## src/rtl/core/ist_pkg.sv

```systemverilog
`default_nettype none
package ist_pkg;

  localparam int MAX_INTERVALS_DEF = 16;
  localparam int FRAME_BITS_DEF    = 32;
  localparam int PORT_FRAME_W      = 32;

  localparam logic [1:0] REQ_ADD     = 2'd0;
  localparam logic [1:0] REQ_REMOVE  = 2'd1;
  localparam logic [1:0] REQ_POINT   = 2'd2;
  localparam logic [1:0] REQ_OVERLAP = 2'd3;

  localparam logic [1:0] ST_DONE  = 2'd0;
  localparam logic [1:0] ST_EMPTY = 2'd1;
  localparam logic [1:0] ST_FULL  = 2'd2;

  typedef struct packed {
    logic [1:0]  req_type;
    logic [31:0] lo_frame;
    logic [31:0] hi_frame;
  } req_t;

  typedef struct packed {
    logic        found;
    logic [31:0] hit_start;
    logic [31:0] hit_end;
    logic [31:0] last_end;
    logic [4:0]  interval_count;
    logic [1:0]  status;
  } rsp_t;

  typedef enum logic [2:0] {
    OP_ADD, OP_REMOVE, OP_POINT, OP_OVERLAP, OP_EMPTY
  } op_t;

  typedef struct packed {
    op_t         op;
    logic [31:0] lo;
    logic [31:0] hi;
  } item_t;

  typedef enum logic [2:0] {
    S_IDLE, S_RD, S_EX, S_EX2, S_TAIL, S_DONE
  } bst_t;

endpackage
`default_nettype wire

```

## src/rtl/core/ist_ram.sv

```systemverilog
`default_nettype none
module ist_ram #(
  parameter int WIDTH = 64,
  parameter int DEPTH = 16
) (
  input  wire logic                     clk,
  input  wire logic                     we,
  input  wire logic [$clog2(DEPTH)-1:0] waddr,
  input  wire logic [WIDTH-1:0]         wdata,
  input  wire logic [$clog2(DEPTH)-1:0] raddr,
  output logic      [WIDTH-1:0]         rdata
);

  logic [WIDTH-1:0] mem [DEPTH];

  always_ff @(posedge clk) begin
    if (we) begin
      mem[waddr] <= wdata;
    end
    rdata <= mem[raddr];
  end

endmodule
`default_nettype wire

```

## src/rtl/core/ist_front.sv

```systemverilog
`default_nettype none
module ist_front #(
  parameter int FRAME_BITS = ist_pkg::FRAME_BITS_DEF
) (
  input  wire logic          clk,
  input  wire logic          rst_n,
  input  wire logic          in_valid,
  output logic               in_stall,
  input  wire ist_pkg::req_t in_data,
  output logic               q_valid,
  output ist_pkg::item_t     q_item,
  input  wire logic          q_pop
);
  import ist_pkg::*;

  localparam int FW = (FRAME_BITS < PORT_FRAME_W) ? FRAME_BITS : PORT_FRAME_W;

  item_t       cls;
  logic [31:0] lo_m, hi_m;
  item_t       slot_r [2];
  logic        rd_r, rd_nxt, wr_r, wr_nxt;
  logic [1:0]  cnt_r, cnt_nxt;
  logic        push;

  function automatic logic [FW-1:0] lo_m_src(input logic [31:0] v);
    return v[FW-1:0];
  endfunction

  // mask to the frame width, then classify
  always_comb begin
    lo_m   = 32'(lo_m_src(in_data.lo_frame));
    hi_m   = 32'(lo_m_src(in_data.hi_frame));
    cls.lo = lo_m;
    cls.hi = hi_m;
    unique case (in_data.req_type)
      REQ_ADD:     cls.op = OP_ADD;
      REQ_REMOVE:  cls.op = OP_REMOVE;
      REQ_POINT:   cls.op = OP_POINT;
      default:     cls.op = OP_OVERLAP;
    endcase
    if (in_data.req_type != REQ_POINT && hi_m <= lo_m) begin
      cls.op = OP_EMPTY;
    end
  end

  assign in_stall = (cnt_r == 2'd2);
  assign push     = in_valid && !in_stall;
  assign q_valid  = (cnt_r != 2'd0);
  assign q_item   = slot_r[rd_r];

  always_comb begin
    rd_nxt  = rd_r ^ q_pop;
    wr_nxt  = wr_r ^ push;
    cnt_nxt = cnt_r + 2'(push) - 2'(q_pop);
  end

  always_ff @(posedge clk) begin
    if (!rst_n) begin
      rd_r  <= 1'b0;
      wr_r  <= 1'b0;
      cnt_r <= 2'd0;
    end else begin
      rd_r  <= rd_nxt;
      wr_r  <= wr_nxt;
      cnt_r <= cnt_nxt;
    end
  end

  always_ff @(posedge clk) begin
    if (push) begin
      slot_r[wr_r] <= cls;
    end
  end

endmodule
`default_nettype wire

```

## src/rtl/core/ist_back.sv

```systemverilog
`default_nettype none
module ist_back #(
  parameter int MAX_INTERVALS = ist_pkg::MAX_INTERVALS_DEF,
  parameter int FRAME_BITS    = ist_pkg::FRAME_BITS_DEF
) (
  input  wire logic           clk,
  input  wire logic           rst_n,
  input  wire logic           q_valid,
  input  wire ist_pkg::item_t q_item,
  output logic                q_pop,
  output logic                rsp_valid,
  input  wire logic           rsp_ready,
  output ist_pkg::rsp_t       rsp
);
  import ist_pkg::*;

  localparam int FW = (FRAME_BITS < PORT_FRAME_W) ? FRAME_BITS : PORT_FRAME_W;
  localparam int AW = $clog2(MAX_INTERVALS);
  localparam int CW = $clog2(MAX_INTERVALS + 1);
  localparam int NW = $clog2(MAX_INTERVALS + 3);

  bst_t          state_r, state_nxt;
  op_t           op_r, op_nxt;
  logic [FW-1:0] lo_r, lo_nxt, hi_r, hi_nxt;
  logic [CW-1:0] i_r, i_nxt, count_r, count_nxt;
  logic [NW-1:0] n_r, n_nxt, n_fin;
  logic          placed_r, placed_nxt, found_r, found_nxt, bank_r, bank_nxt;
  logic [FW-1:0] hs_r, hs_nxt, he_r, he_nxt;
  logic [FW-1:0] ps_r, ps_nxt, pe_r, pe_nxt;
  logic [FW-1:0] last_r, last_nxt, lpe_r, lpe_nxt;
  logic [1:0]    status_r, status_nxt;

  logic          push_v, push_we;
  logic [FW-1:0] push_s, push_e, s, e;
  logic [2*FW-1:0] rd0, rd1, rdw;
  logic [AW-1:0] raddr;

  ist_ram #(.WIDTH(2*FW), .DEPTH(MAX_INTERVALS)) u_bank0 (
    .clk(clk), .we(push_we && bank_r), .waddr(n_r[AW-1:0]),
    .wdata({push_s, push_e}), .raddr(raddr), .rdata(rd0)
  );
  ist_ram #(.WIDTH(2*FW), .DEPTH(MAX_INTERVALS)) u_bank1 (
    .clk(clk), .we(push_we && !bank_r), .waddr(n_r[AW-1:0]),
    .wdata({push_s, push_e}), .raddr(raddr), .rdata(rd1)
  );

  assign raddr   = i_r[AW-1:0];
  assign rdw     = bank_r ? rd1 : rd0;
  assign s       = rdw[2*FW-1:FW];
  assign e       = rdw[FW-1:0];
  assign push_we = push_v && (n_r < NW'(MAX_INTERVALS));

  always_comb begin
    state_nxt  = state_r;
    op_nxt     = op_r;
    lo_nxt     = lo_r;
    hi_nxt     = hi_r;
    i_nxt      = i_r;
    n_nxt      = n_r;
    placed_nxt = placed_r;
    found_nxt  = found_r;
    hs_nxt     = hs_r;
    he_nxt     = he_r;
    ps_nxt     = ps_r;
    pe_nxt     = pe_r;
    bank_nxt   = bank_r;
    count_nxt  = count_r;
    last_nxt   = last_r;
    lpe_nxt    = lpe_r;
    status_nxt = status_r;
    push_v     = 1'b0;
    push_s     = s;
    push_e     = e;
    n_fin      = n_r;
    q_pop      = 1'b0;
    rsp_valid  = 1'b0;

    unique case (state_r)
      S_IDLE: begin
        if (q_valid) begin
          q_pop      = 1'b1;
          op_nxt     = q_item.op;
          lo_nxt     = q_item.lo[FW-1:0];
          hi_nxt     = q_item.hi[FW-1:0];
          i_nxt      = '0;
          n_nxt      = '0;
          placed_nxt = 1'b0;
          found_nxt  = 1'b0;
          hs_nxt     = '0;
          he_nxt     = '0;
          status_nxt = (q_item.op == OP_EMPTY) ? ST_EMPTY : ST_DONE;
          state_nxt  = (q_item.op == OP_EMPTY) ? S_DONE : S_RD;
        end
      end
      S_RD: begin
        state_nxt = (i_r < count_r) ? S_EX : S_TAIL;
      end
      S_EX: begin
        i_nxt     = i_r + CW'(1);
        state_nxt = S_RD;
        unique case (op_r)
          OP_ADD: begin
            if (e < lo_r) begin
              push_v = 1'b1;
            end else if (s > hi_r) begin
              push_v = 1'b1;
              if (!placed_r) begin
                push_s     = lo_r;
                push_e     = hi_r;
                placed_nxt = 1'b1;
                ps_nxt     = s;
                pe_nxt     = e;
                state_nxt  = S_EX2;
              end
            end else begin
              if (s < lo_r) lo_nxt = s;
              if (e > hi_r) hi_nxt = e;
            end
          end
          OP_REMOVE: begin
            if (e <= lo_r || s >= hi_r) begin
              push_v = 1'b1;
            end else if (s < lo_r) begin
              push_v = 1'b1;
              push_e = lo_r;
              if (e > hi_r) begin
                ps_nxt    = hi_r;
                pe_nxt    = e;
                state_nxt = S_EX2;
              end
            end else if (e > hi_r) begin
              push_v = 1'b1;
              push_s = hi_r;
            end
          end
          OP_POINT: begin
            if (!found_r && lo_r >= s && lo_r < e) begin
              found_nxt = 1'b1;
              hs_nxt    = s;
              he_nxt    = e;
            end
          end
          OP_OVERLAP: begin
            if (s < hi_r && e > lo_r) found_nxt = 1'b1;
          end
          default: ;
        endcase
      end
      S_EX2: begin
        push_v    = 1'b1;
        push_s    = ps_r;
        push_e    = pe_r;
        state_nxt = S_RD;
      end
      S_TAIL: begin
        // add not yet placed lands at the end
        if (op_r == OP_ADD && !placed_r) begin
          push_v = 1'b1;
          push_s = lo_r;
          push_e = hi_r;
        end
        n_fin = n_r + NW'(push_v);
        if (op_r == OP_ADD || op_r == OP_REMOVE) begin
          if (n_fin > NW'(MAX_INTERVALS)) begin
            status_nxt = ST_FULL;
          end else begin
            bank_nxt  = !bank_r;
            count_nxt = CW'(n_fin);
            if (n_fin == '0) last_nxt = '0;
            else last_nxt = push_v ? push_e : lpe_r;
          end
        end
        state_nxt = S_DONE;
      end
      S_DONE: begin
        rsp_valid = 1'b1;
        if (rsp_ready) state_nxt = S_IDLE;
      end
      default: state_nxt = S_IDLE;
    endcase

    if (push_v && state_r != S_TAIL) begin
      n_nxt   = n_r + NW'(1);
      lpe_nxt = push_e;
    end
  end

  always_comb begin
    rsp.found          = found_r;
    rsp.hit_start      = 32'(hs_r);
    rsp.hit_end        = 32'(he_r);
    rsp.last_end       = 32'(last_r);
    rsp.interval_count = 5'(count_r);
    rsp.status         = status_r;
  end

  always_ff @(posedge clk) begin
    if (!rst_n) begin
      state_r  <= S_IDLE;
      bank_r   <= 1'b0;
      count_r  <= '0;
      last_r   <= '0;
    end else begin
      state_r  <= state_nxt;
      bank_r   <= bank_nxt;
      count_r  <= count_nxt;
      last_r   <= last_nxt;
    end
  end

  always_ff @(posedge clk) begin
    op_r     <= op_nxt;
    lo_r     <= lo_nxt;
    hi_r     <= hi_nxt;
    i_r      <= i_nxt;
    n_r      <= n_nxt;
    placed_r <= placed_nxt;
    found_r  <= found_nxt;
    hs_r     <= hs_nxt;
    he_r     <= he_nxt;
    ps_r     <= ps_nxt;
    pe_r     <= pe_nxt;
    lpe_r    <= lpe_nxt;
    status_r <= status_nxt;
  end

endmodule
`default_nettype wire

```

## src/rtl/core/interval_set_table_top.sv

```systemverilog
// path to out_valid: the queue holds the request until the back end pops it; an empty
// span goes straight to the result, else the back end checks each stored interval in
// turn, with an extra step when an add lands before one or a remove splits one, then
// writes any tail. throughput: one request at a time, the back end is busy for the whole
// walk and while its result waits on out_stall; a 2-beat queue takes new beats meanwhile
// reset: synchronous active-low rst_n empties the table, clears last_end and the queues
`default_nettype none
module interval_set_table_top #(
  parameter int MAX_INTERVALS = ist_pkg::MAX_INTERVALS_DEF,
  parameter int FRAME_BITS    = ist_pkg::FRAME_BITS_DEF
) (
  input  wire logic          clk,
  input  wire logic          rst_n,
  input  wire logic          in_valid,
  output logic               in_stall,
  input  wire ist_pkg::req_t in_data,
  output logic               out_valid,
  input  wire logic          out_stall,
  output ist_pkg::rsp_t      out_data
);
  import ist_pkg::*;

  // queue between front and back
  logic  q_valid, q_pop;
  item_t q_item;

  // result from the back end
  logic  rsp_valid, rsp_ready;
  rsp_t  rsp;

  // output register
  logic  out_valid_r, out_valid_nxt;
  rsp_t  out_data_r;

  // front: mask, classify, queue
  ist_front #(.FRAME_BITS(FRAME_BITS)) u_front (
    .clk(clk), .rst_n(rst_n),
    .in_valid(in_valid), .in_stall(in_stall), .in_data(in_data),
    .q_valid(q_valid), .q_item(q_item), .q_pop(q_pop)
  );

  // back: walks the table, writes the rebuilt table into the other bank
  ist_back #(.MAX_INTERVALS(MAX_INTERVALS), .FRAME_BITS(FRAME_BITS)) u_back (
    .clk(clk), .rst_n(rst_n),
    .q_valid(q_valid), .q_item(q_item), .q_pop(q_pop),
    .rsp_valid(rsp_valid), .rsp_ready(rsp_ready), .rsp(rsp)
  );

  // register is free when empty or its beat leaves this cycle
  assign rsp_ready = !out_valid_r || !out_stall;

  always_comb begin
    out_valid_nxt = out_valid_r;
    if (rsp_ready) out_valid_nxt = rsp_valid;
  end

  always_ff @(posedge clk) begin
    if (!rst_n) begin
      out_valid_r <= 1'b0;
    end else begin
      out_valid_r <= out_valid_nxt;
    end
  end

  always_ff @(posedge clk) begin
    if (rsp_ready && rsp_valid) begin
      out_data_r <= rsp;
    end
  end

  assign out_valid = out_valid_r;
  assign out_data  = out_data_r;

endmodule
`default_nettype wire

```

## config.mk

```make
export PLATFORM = sky130hd
export DESIGN_NAME = interval_set_table_top
export DESIGN_NICKNAME = d
export VERILOG_FILES = /design/src/rtl/core/ist_pkg.sv /design/src/rtl/core/ist_ram.sv /design/src/rtl/core/ist_front.sv /design/src/rtl/core/ist_back.sv /design/src/rtl/core/interval_set_table_top.sv
export SDC_FILE = /design/constraint.sdc
export NUM_CORES = 2
export LEC_CHECK = 0
export ABC_AREA = 1
export ABC_CLOCK_PERIOD_IN_PS = 5900
export BUFFER_PORTS_ARGS = -buffer_cell sky130_fd_sc_hd__buf_4
export CAP_MARGIN = 20
export CELL_PAD_IN_SITES_DETAIL_PLACEMENT = 1
export CELL_PAD_IN_SITES_GLOBAL_PLACEMENT = 1
export CORE_MARGIN = 3
export CORE_UTILIZATION = 47
export DETAILED_ROUTE_END_ITERATION = 10
export PLACE_DENSITY_LB_ADDON = 0.1
export SYNTH_ARGS = -nofsm -noshare
export SYNTH_HDL_FRONTEND = slang
export SYNTH_SLANG_ARGS = --single-unit
```

## constraint.sdc

```tcl
create_clock -name clk -period 5.9 [get_ports clk]
set_clock_uncertainty 0.05 [all_clocks]
set_input_delay 0 -clock clk [delete_from_list [all_inputs] [get_ports clk]]
set_output_delay 0 -clock clk [all_outputs]
set_load 0.01 [all_outputs]
```

Yosys cells after proc, flatten, opt, wreduce, memory -nomap -nowiden --
Memory sizes are Yosys's and may differ from the RTL's. A register that Yosys moved wholly into a read port is not among the register bits. Cells that the tools add are included.
Storage, ports and cells: register bits after elaboration 391, latch bits 0, bits in writable memories 2182, memory bits (read-only) 0, input port bits 70, output and inout port bits 106, logic and storage cells 232, memories 3
Memories:
- u_back.u_bank0.mem | depth 16, bits a word 64, read ports 1, clocked after memory_dff 1, wr ports 1, line ist_ram.sv:14 | logic [WIDTH-1:0] mem [DEPTH];
- u_back.u_bank1.mem | depth 16, bits a word 64, read ports 1, clocked after memory_dff 1, wr ports 1, line ist_ram.sv:14
- u_front.slot_r | depth 2, bits a word 67, read ports 1, clocked after memory_dff 1, wr ports 1, line ist_front.sv:20 | item_t slot_r [2];
Cells by class: add/subtract/negate cells 5, multiply operators 0, div/mod/pow operators 0, $lt $le $gt $ge 14, equality and inequality tests 35, shifts and indexed selects 0, muxes and demuxes 103, bitwise logic cells 3, reductions and logical operators 42
Operator list (number):
- $mux 32 | 41
- $pmux 32 s2 | 8
- $pmux 32 s3 | 2
- $lt 32x32->1 | 4
- $gt 32x32->1 | 3
- $ge 32x32->1 | 2
- $le 32x32->1 | 2
- $mux 64 | 1
- $mux 3 | 9
- $mux 1 | 24
- $ne 2x1->1 const B | 10
- $ne 2x2->1 const B | 9
- $pmux 3 s6 | 1
- $mux 5 | 3
- $eq 3x2->1 const B | 4
- $reduce_and 6->1 | 2
- $reduce_bool 2->1 | 6
- $logic_and 1x1->1 | 11
- $add 5x1->5 const B | 2
- $mux 2 | 5
- $pmux 5 s2 | 1
- $reduce_and 5->1 | 2
- $eq 3x3->1 const B | 3
- $ne 3x2->1 const B | 3
- 26 further kinds | 44

Logic depth before layout (Yosys ltp) --
depth in word-level cells 11, mapped depth 27, gate-level depth less buffers 25

Modules after synthesis --
From an unflattened synthesis, not the netlist that was laid out.
Second synthesis, totals: cell total of the unflattened synthesis 11366, area total of the unflattened synthesis 119256.9 µm²
Modules (own cells, without submodules):
- ist_ram | instances 2, cells an instance 4210, area each 45285.9 µm², seq. area each 32030.7 µm²
- ist_back | instances 1, cells an instance 2454, area each 19567.5 µm², seq. area each 8057.7 µm²
- ist_front | instances 1, cells an instance 382, area each 5947.0 µm², seq. area each 4124.0 µm²
- interval_set_table_top | instances 1, cells an instance 110, area each 3170.5 µm², seq. area each 3143.0 µm²

Worst setup path after synthesis --
OpenSTA, ideal clock, no wires.
path kind register to register, start register u_back.state_r[2], end register out_data_r, in the netlist out_data[0], enable pin, library setup time 602 ps, arrival 5661 ps, required time 5248 ps, path slack -413 ps, cell stages (with the launch flop) 5, buffers on the path 0, clock period less this slack 6313 ps, cells stage by stage dfxtp_1 inv_1 nor3_1 inv_1 a21oi_1
On the way: word-level cells in the longest chain between the ends 3
RTL lines:
- start: declaration | line ist_back.sv:22 | bst_t state_r, state_nxt;
- start signal: assignment | line ist_back.sv:204 | state_r <= state_nxt;
- $eq 3x3->1 | line ist_back.sv:78 | unique case (state_r)
- $mux 1 | line ist_back.sv:78
- $logic_and 1x1->1 | line interval_set_table_top.sv:66 | if (rsp_ready && rsp_valid) begin
- end signal: assignment | line interval_set_table_top.sv:67 | out_data_r <= rsp;
- end: declaration | line interval_set_table_top.sv:33 | rsp_t out_data_r;
No other way between the ends. A chain may end at the register's enable or synchronous reset.

Worst setup path in the final report --
start register u_back.bank_r, end memory u_back.u_bank1.mem[9][51], enable pin
On the way: word-level cells in the longest chain between the ends 11, elaborated cells between the ends (all ways) 20, those cells by class order compare: 6; mux: 10; reduce/logical: 4
RTL lines:
- start: declaration | line ist_back.sv:27 | logic placed_r, placed_nxt, found_r, found_nxt, bank_r, bank_nxt;
- start signal: assignment | line ist_back.sv:205 | bank_r <= bank_nxt;
- $mux 64 * | line ist_back.sv:48 | assign rdw = bank_r ? rd1 : rd0;
- named net u_back.rdw[31] | line ist_back.sv:35 | logic [2*FW-1:0] rd0, rd1, rdw;
- $gt 32x32->1 | line ist_back.sv:131 | end else if (e > hi_r) begin
- $mux 1 | line ist_back.sv:131
- $mux 1 | line ist_back.sv:123 | end else if (s < lo_r) begin
- $mux 1 | line ist_back.sv:121 | if (e <= lo_r || s >= hi_r) begin
- $pmux 1 s2 * | line ist_back.sv:101 | unique case (op_r)
- $pmux 1 s3 * | line ist_back.sv:78
- $logic_and 1x1->1 * | line ist_back.sv:51 | assign push_we = push_v && (n_r < NW'(MAX_INTERVALS));
- $logic_and 1x1->1 * | line ist_back.sv:43 | .clk(clk), .we(push_we && !bank_r), .waddr(n_r[AW-1:0]),
- $mux 1 * | line ist_ram.sv:17 | if (we) begin
- $mux 1 (implied by the code) * | line ist_ram.sv:18 | mem[waddr] <= wdata;
- end: declaration | line ist_ram.sv:14
The timed path passes the listed nets; every way through them passes the cells marked *.

==> results.txt <==
The number of cells in the finished layout apart from fillers is 12530. In this run the number of H-tree levels came out at 5. The headroom to the max-slew limit came out at 0.2207. The clock root buffer is sky130_fd_sc_hd__clkbuf_16. The most numerous cell type found on the critical path is sky130_fd_sc_hd__nand2_1. The number of buffer and inverter instances along the worst setup path is 3. For met1 alone, demand over resource in global routing was 0.4212. The count of fill cells added during filler insertion came out at approximately 23000. The storage element area is 79390 um2. The number of hold violations in the final report came out at 0. The worst-skew pair later-pin latency is 930 ps.

Summing all placed instances gives a cell area of between 100000 and 150000 um2. The final HPWL from detailed placement came out at 226700 um. Across the run, the number of max-cap violations was 0. After detailed routing, the number of vias per cell comes to 6.073.

The layout overhead on the synthesized area came out at 15.02%. The DRC violation count after routing came out at 0. The combinational share of power is 0.381. The vias after detailed routing is 76090. For this run, the register share of the synthesized area comes to 0.7138. In this run the power density over the cells is 590.2 nW/um2.

The post-synthesis instance area came out at 111200 um2. The number of setup violations in the final report is 0. STA classifies the critical path endpoint as a flip-flop.

The path class of the lowest-slack min-delay path is in -> reg. The maximum operating frequency came out at 176.7 MHz. The number of warnings issued by yosys is 0.

For the pin with the worst max-slew slack, the measured transition is roughly 1200 ps. Row generation in the floorplan step produced 177 rows. Of the available clock period, the critical path in the final layout requires 0.9594.

The number of buffers added by the clock tree synthesis step came out at about 300. Of the cells placed in the final design, the portion with a size suffix greater than 1 is 0.1028. Entering global routing, the biggest net connects 164 pins. For this run, global-route usage on met2 was measured as 0.4914. In this run, post-CTS repair resized a total of 0 instances. The total wire length after detailed routing came out at 375000 um. Among all stages on the critical path, the largest delay is contributed by sky130_fd_sc_hd__nor2_4.

The first detailed-routing pass took 6 iterations. After clock tree synthesis, the clock-pin slew on the worst setup and hold paths is 70 ps. The number of clock sinks seen by CTS came out at 2702. The die area is roughly 240000 um2. The number of buffer cells added on primary ports is between 150 and 200.

The required time reported for the critical path endpoint came out at 6460 ps. The distinct cell type count of the synthesized netlist is 49. The number of synthesized register bits came out at 2702. The switching power summed over all nets is 30860 uW. Data arrives at the worst endpoint at 6220 ps.

The number of flops mapped to enable cells by yosys came out at 2527. The average wire per cell in the routed design is approximately 30 um. The worst setup path is launched from a flip-flop. Traced cell by cell, the critical path runs through inv_4 -> buf_4 -> nand2_1 -> nand2_1 -> ha_1 -> nand2_1 -> nor2_1 -> nand2_1 -> nor2_1 -> nand4_1 -> nand2_4 -> nor2_4 -> nand2_1 -> nand2_1 -> nand2_1 -> nand2_1 -> nand2_2 -> nand3_4 -> nor2_4 -> buf_12. The post-route cell area came out at 127900 um2. The number of hold buffers added after cts came out at 140. Once detail routing completed, the nets flagged for antenna violations numbered 0. The final sum of negative setup slack is 0 ps.

The via count of the first global-routing pass came out at just under 80000. The final estimated routing congestion in global placement came out at 0.9238. The switching part of the total is 0.4087.

The number of instances in the synthesized netlist is 8873. The setup fix buffers added after clock tree synthesis came out at 0. The final worst setup slack is 239.3 ps. The core area is roughly 230000 um2. The number of buffers on the longest clock path came out at 4. Counting every net in the synthesized netlist gives between 9000 and 10000.

The final core utilization is 0.5465. The cell-internal power is roughly 45000 uW. From bottom edge to top edge, the die measures 492.5 um. The horizontal extent of the die came out at 492.5 um. The initial DRC count is around 8600. Broken down by cell family, the worst path's largest delay share belongs to simple AND/OR/NAND/NOR gates. TritonCTS built the clock tree. met2 is the most crowded layer.

Of the total power, the clock network draws 0.247. Setup repair after global routing left no endpoint under its margin. The portion of total power attributed to sequential cells is 0.373. The met3 layer usage reported by global route came out at 0.04156. The number of pins with negative max-slew slack in the final report came out at 0. Summing all multi-input logic gate instances after layout gives 28350 um2. The total leakage power is 0.04431 uW. The initial antenna violation count is 28.

In this run the count of I/O pins placed on the die edge is approximately 180. The delay of the slowest cell on the worst path came out at 770 ps. The mean cell area of the mapped netlist came out at around 13 um2. The classification of the worst setup path is reg -> reg. The wire length of the first global-routing pass came out at ~540000 um.

Before CTS, the worst setup slack after placement is just over 400 ps. Among all flip-flop cells after synthesis, the most frequent one is sky130_fd_sc_hd__edfxtp_1. The largest vdd supply drop came out at 486.3 uV. The starting density of the core came out at 0.4751. Along the worst path, the maximum fanout reaches 52. The net count of the finished layout is around 9400.

The number of cells in the design after placement is approximately 12000. In the synthesized netlist the async set-or-reset flop fraction comes to 0. The run finished with clean final reports. The global-route congestion overflow total came out at 0. In the global route stage, overall resource usage came out at 0.3027. The time the worst path needs with I/O delays and setup is 5661 ps.
flip-flops by register name, indices dropped and copies added, names as in the netlist, 3 cells and up, named ones only:
signal	cells
u_back.ps_r	32
u_back.u_bank0.rdata	64
u_back.n_r	5
u_back.hi_r	32
u_front.slot_r	134
u_back.u_bank1.rdata	64
u_back.op_r	3
u_back.state_r	3
u_back.u_bank1.mem	1024
u_back.lo_r	32
u_back.lpe_r	32
u_back.i_r	5
u_back.he_r	32
u_back.pe_r	32
u_back.count_r	5
out_data	104
u_back.hs_r	32
u_back.u_bank0.mem	1024
u_back.last_r	32
synth_stat cells, drive strengths merged (34+ instances only):
| cell type | number | area [um2] |
|---|---|---|
| or2 | 34 | 212.7 |
| ha | 175 | 2190 |
| o211ai | 143 | 1074 |
| o221ai | 213 | 1866 |
| edfxtp | 2527 | 75880 |
| clkbuf | 412 | 1546 |
| o32ai | 301 | 2636 |
| a21oi | 155 | 794.5 |
| nor2 | 1365 | 5181 |
| inv | 373 | 1400 |
| nand3 | 463 | 2347 |
| dfxtp | 175 | 3503 |
| nand2 | 1172 | 4422 |
| o21ai | 892 | 4476 |
| buf | 164 | 862.1 |
| mux2i | 211 | 2112 |
routing by layer:
layer  part of all wire  vias up
li1                   -    33030
met1               0.42    39440
met2               0.47     2955
met3              0.068      668
met4              0.037        2
met5           0.000035        -
final timing paths:
kind                            slack, ps  cells after the start             from                         to
worst max register to register        240                     20    u_back.bank_r  u_back.u_bank1.mem[9][51]
worst min-delay path                  300                      6         in_valid               u_front.wr_r
worst max-delay path                  240                     20    u_back.bank_r  u_back.u_bank1.mem[9][51]
worst min register to register        340                      0  u_back.he_r[11]               out_data[50]
kinds of logic (layout without fill, tap and decap cells):
logic type / after synthesis / in the layout / synth area share
and+or+nand+nor: 3094 / 3094 / 0.1132
DFF: 2702 / 2702 / 0.7138
AOI/OAI and AO/OA: 1730 / 1730 / 0.09928
buffers and inverters: 952 / 1464 / 0.03435
muxes: 212 / 212 / 0.01909
adders and majority gates: 175 / 175 / 0.01969
xor gates and xnor gates: 8 / 8 / 0.0006300
other: 0 / 12 / 0
worst min-delay path, delay by kind of cell:
kind | cells | cell delay (ps)
adder cells (fa/ha/maj) | 1 | 320
AND/OR/NAND/NOR | 2 | 200
buffers and inverters | 3 | 720
final cells by class:
type | instances | area share
clock inverter | 132 | 0.01045
clock buffer | 397 | 0.06532
sequential | 2702 | 0.6206
multi-input combinational | 5219 | 0.2216
antenna | 12 | 0.0002347
timing repair buffer | 559 | 0.03994
tap | 3132 | 0.03063
inverter | 376 | 0.01122
stage by stage:
stage	power (uW)	hold WS, ps
3_5_place_dp	56610	151.2
2_1_floorplan	43500	48.87
6_report	75500	295.7
4_1_cts	75390	257.1
3_3_place_gp	55810	149.9
5_1_grt	78610	311.5
power by group through the flow:
stage | Clock (uW) | Combinational [uW] | Sequential, uW
after global routing | 19600 | 30800 | 28200
final | 18600 | 28700 | 28100
after global placement | 0 | 27400 | 28400
after detailed placement | 0 | 28200 | 28500
after CTS | 18900 | 28400 | 28100
after floorplan | 0 | 15700 | 27800
layout by cell type (no fill, tap or decap), types with 8 or more instances in the layout:
master,Yosys,final
sky130_fd_sc_hd__a211oi_1,8,8
sky130_fd_sc_hd__o21ai_1,38,38
sky130_fd_sc_hd__clkinv_2,0,52
sky130_fd_sc_hd__nand3b_1,33,33
sky130_fd_sc_hd__nand3_1,460,460
sky130_fd_sc_hd__bufinv_16,0,25
sky130_fd_sc_hd__o221ai_1,213,213
sky130_fd_sc_hd__o21a_1,8,8
sky130_fd_sc_hd__o21ai_0,853,853
sky130_fd_sc_hd__nor3_1,9,9
sky130_fd_sc_hd__clkbuf_1,412,61
sky130_fd_sc_hd__nor2_4,4,43
sky130_fd_sc_hd__edfxtp_1,2527,2527
sky130_fd_sc_hd__buf_4,17,374
sky130_fd_sc_hd__mux2i_1,211,211
sky130_fd_sc_hd__clkinv_1,3,36
sky130_fd_sc_hd__nor2_1,1350,1322
sky130_fd_sc_hd__ha_1,175,173
sky130_fd_sc_hd__o211ai_1,143,143
sky130_fd_sc_hd__clkinvlp_4,0,10
sky130_fd_sc_hd__dlygate4sd3_1,0,140
sky130_fd_sc_hd__nand4_1,14,14
sky130_fd_sc_hd__clkbuf_8,0,25
sky130_fd_sc_hd__nand2_1,1167,1166
sky130_fd_sc_hd__o32ai_1,301,301
sky130_fd_sc_hd__a21oi_1,152,149
sky130_fd_sc_hd__or2_2,34,34
sky130_fd_sc_hd__buf_12,0,45
sky130_fd_sc_hd__inv_1,371,363
sky130_fd_sc_hd__clkbuf_16,0,311
sky130_fd_sc_hd__diode_2,0,12
sky130_fd_sc_hd__dfxtp_1,175,173
Power figures use the tool's default switching activity.
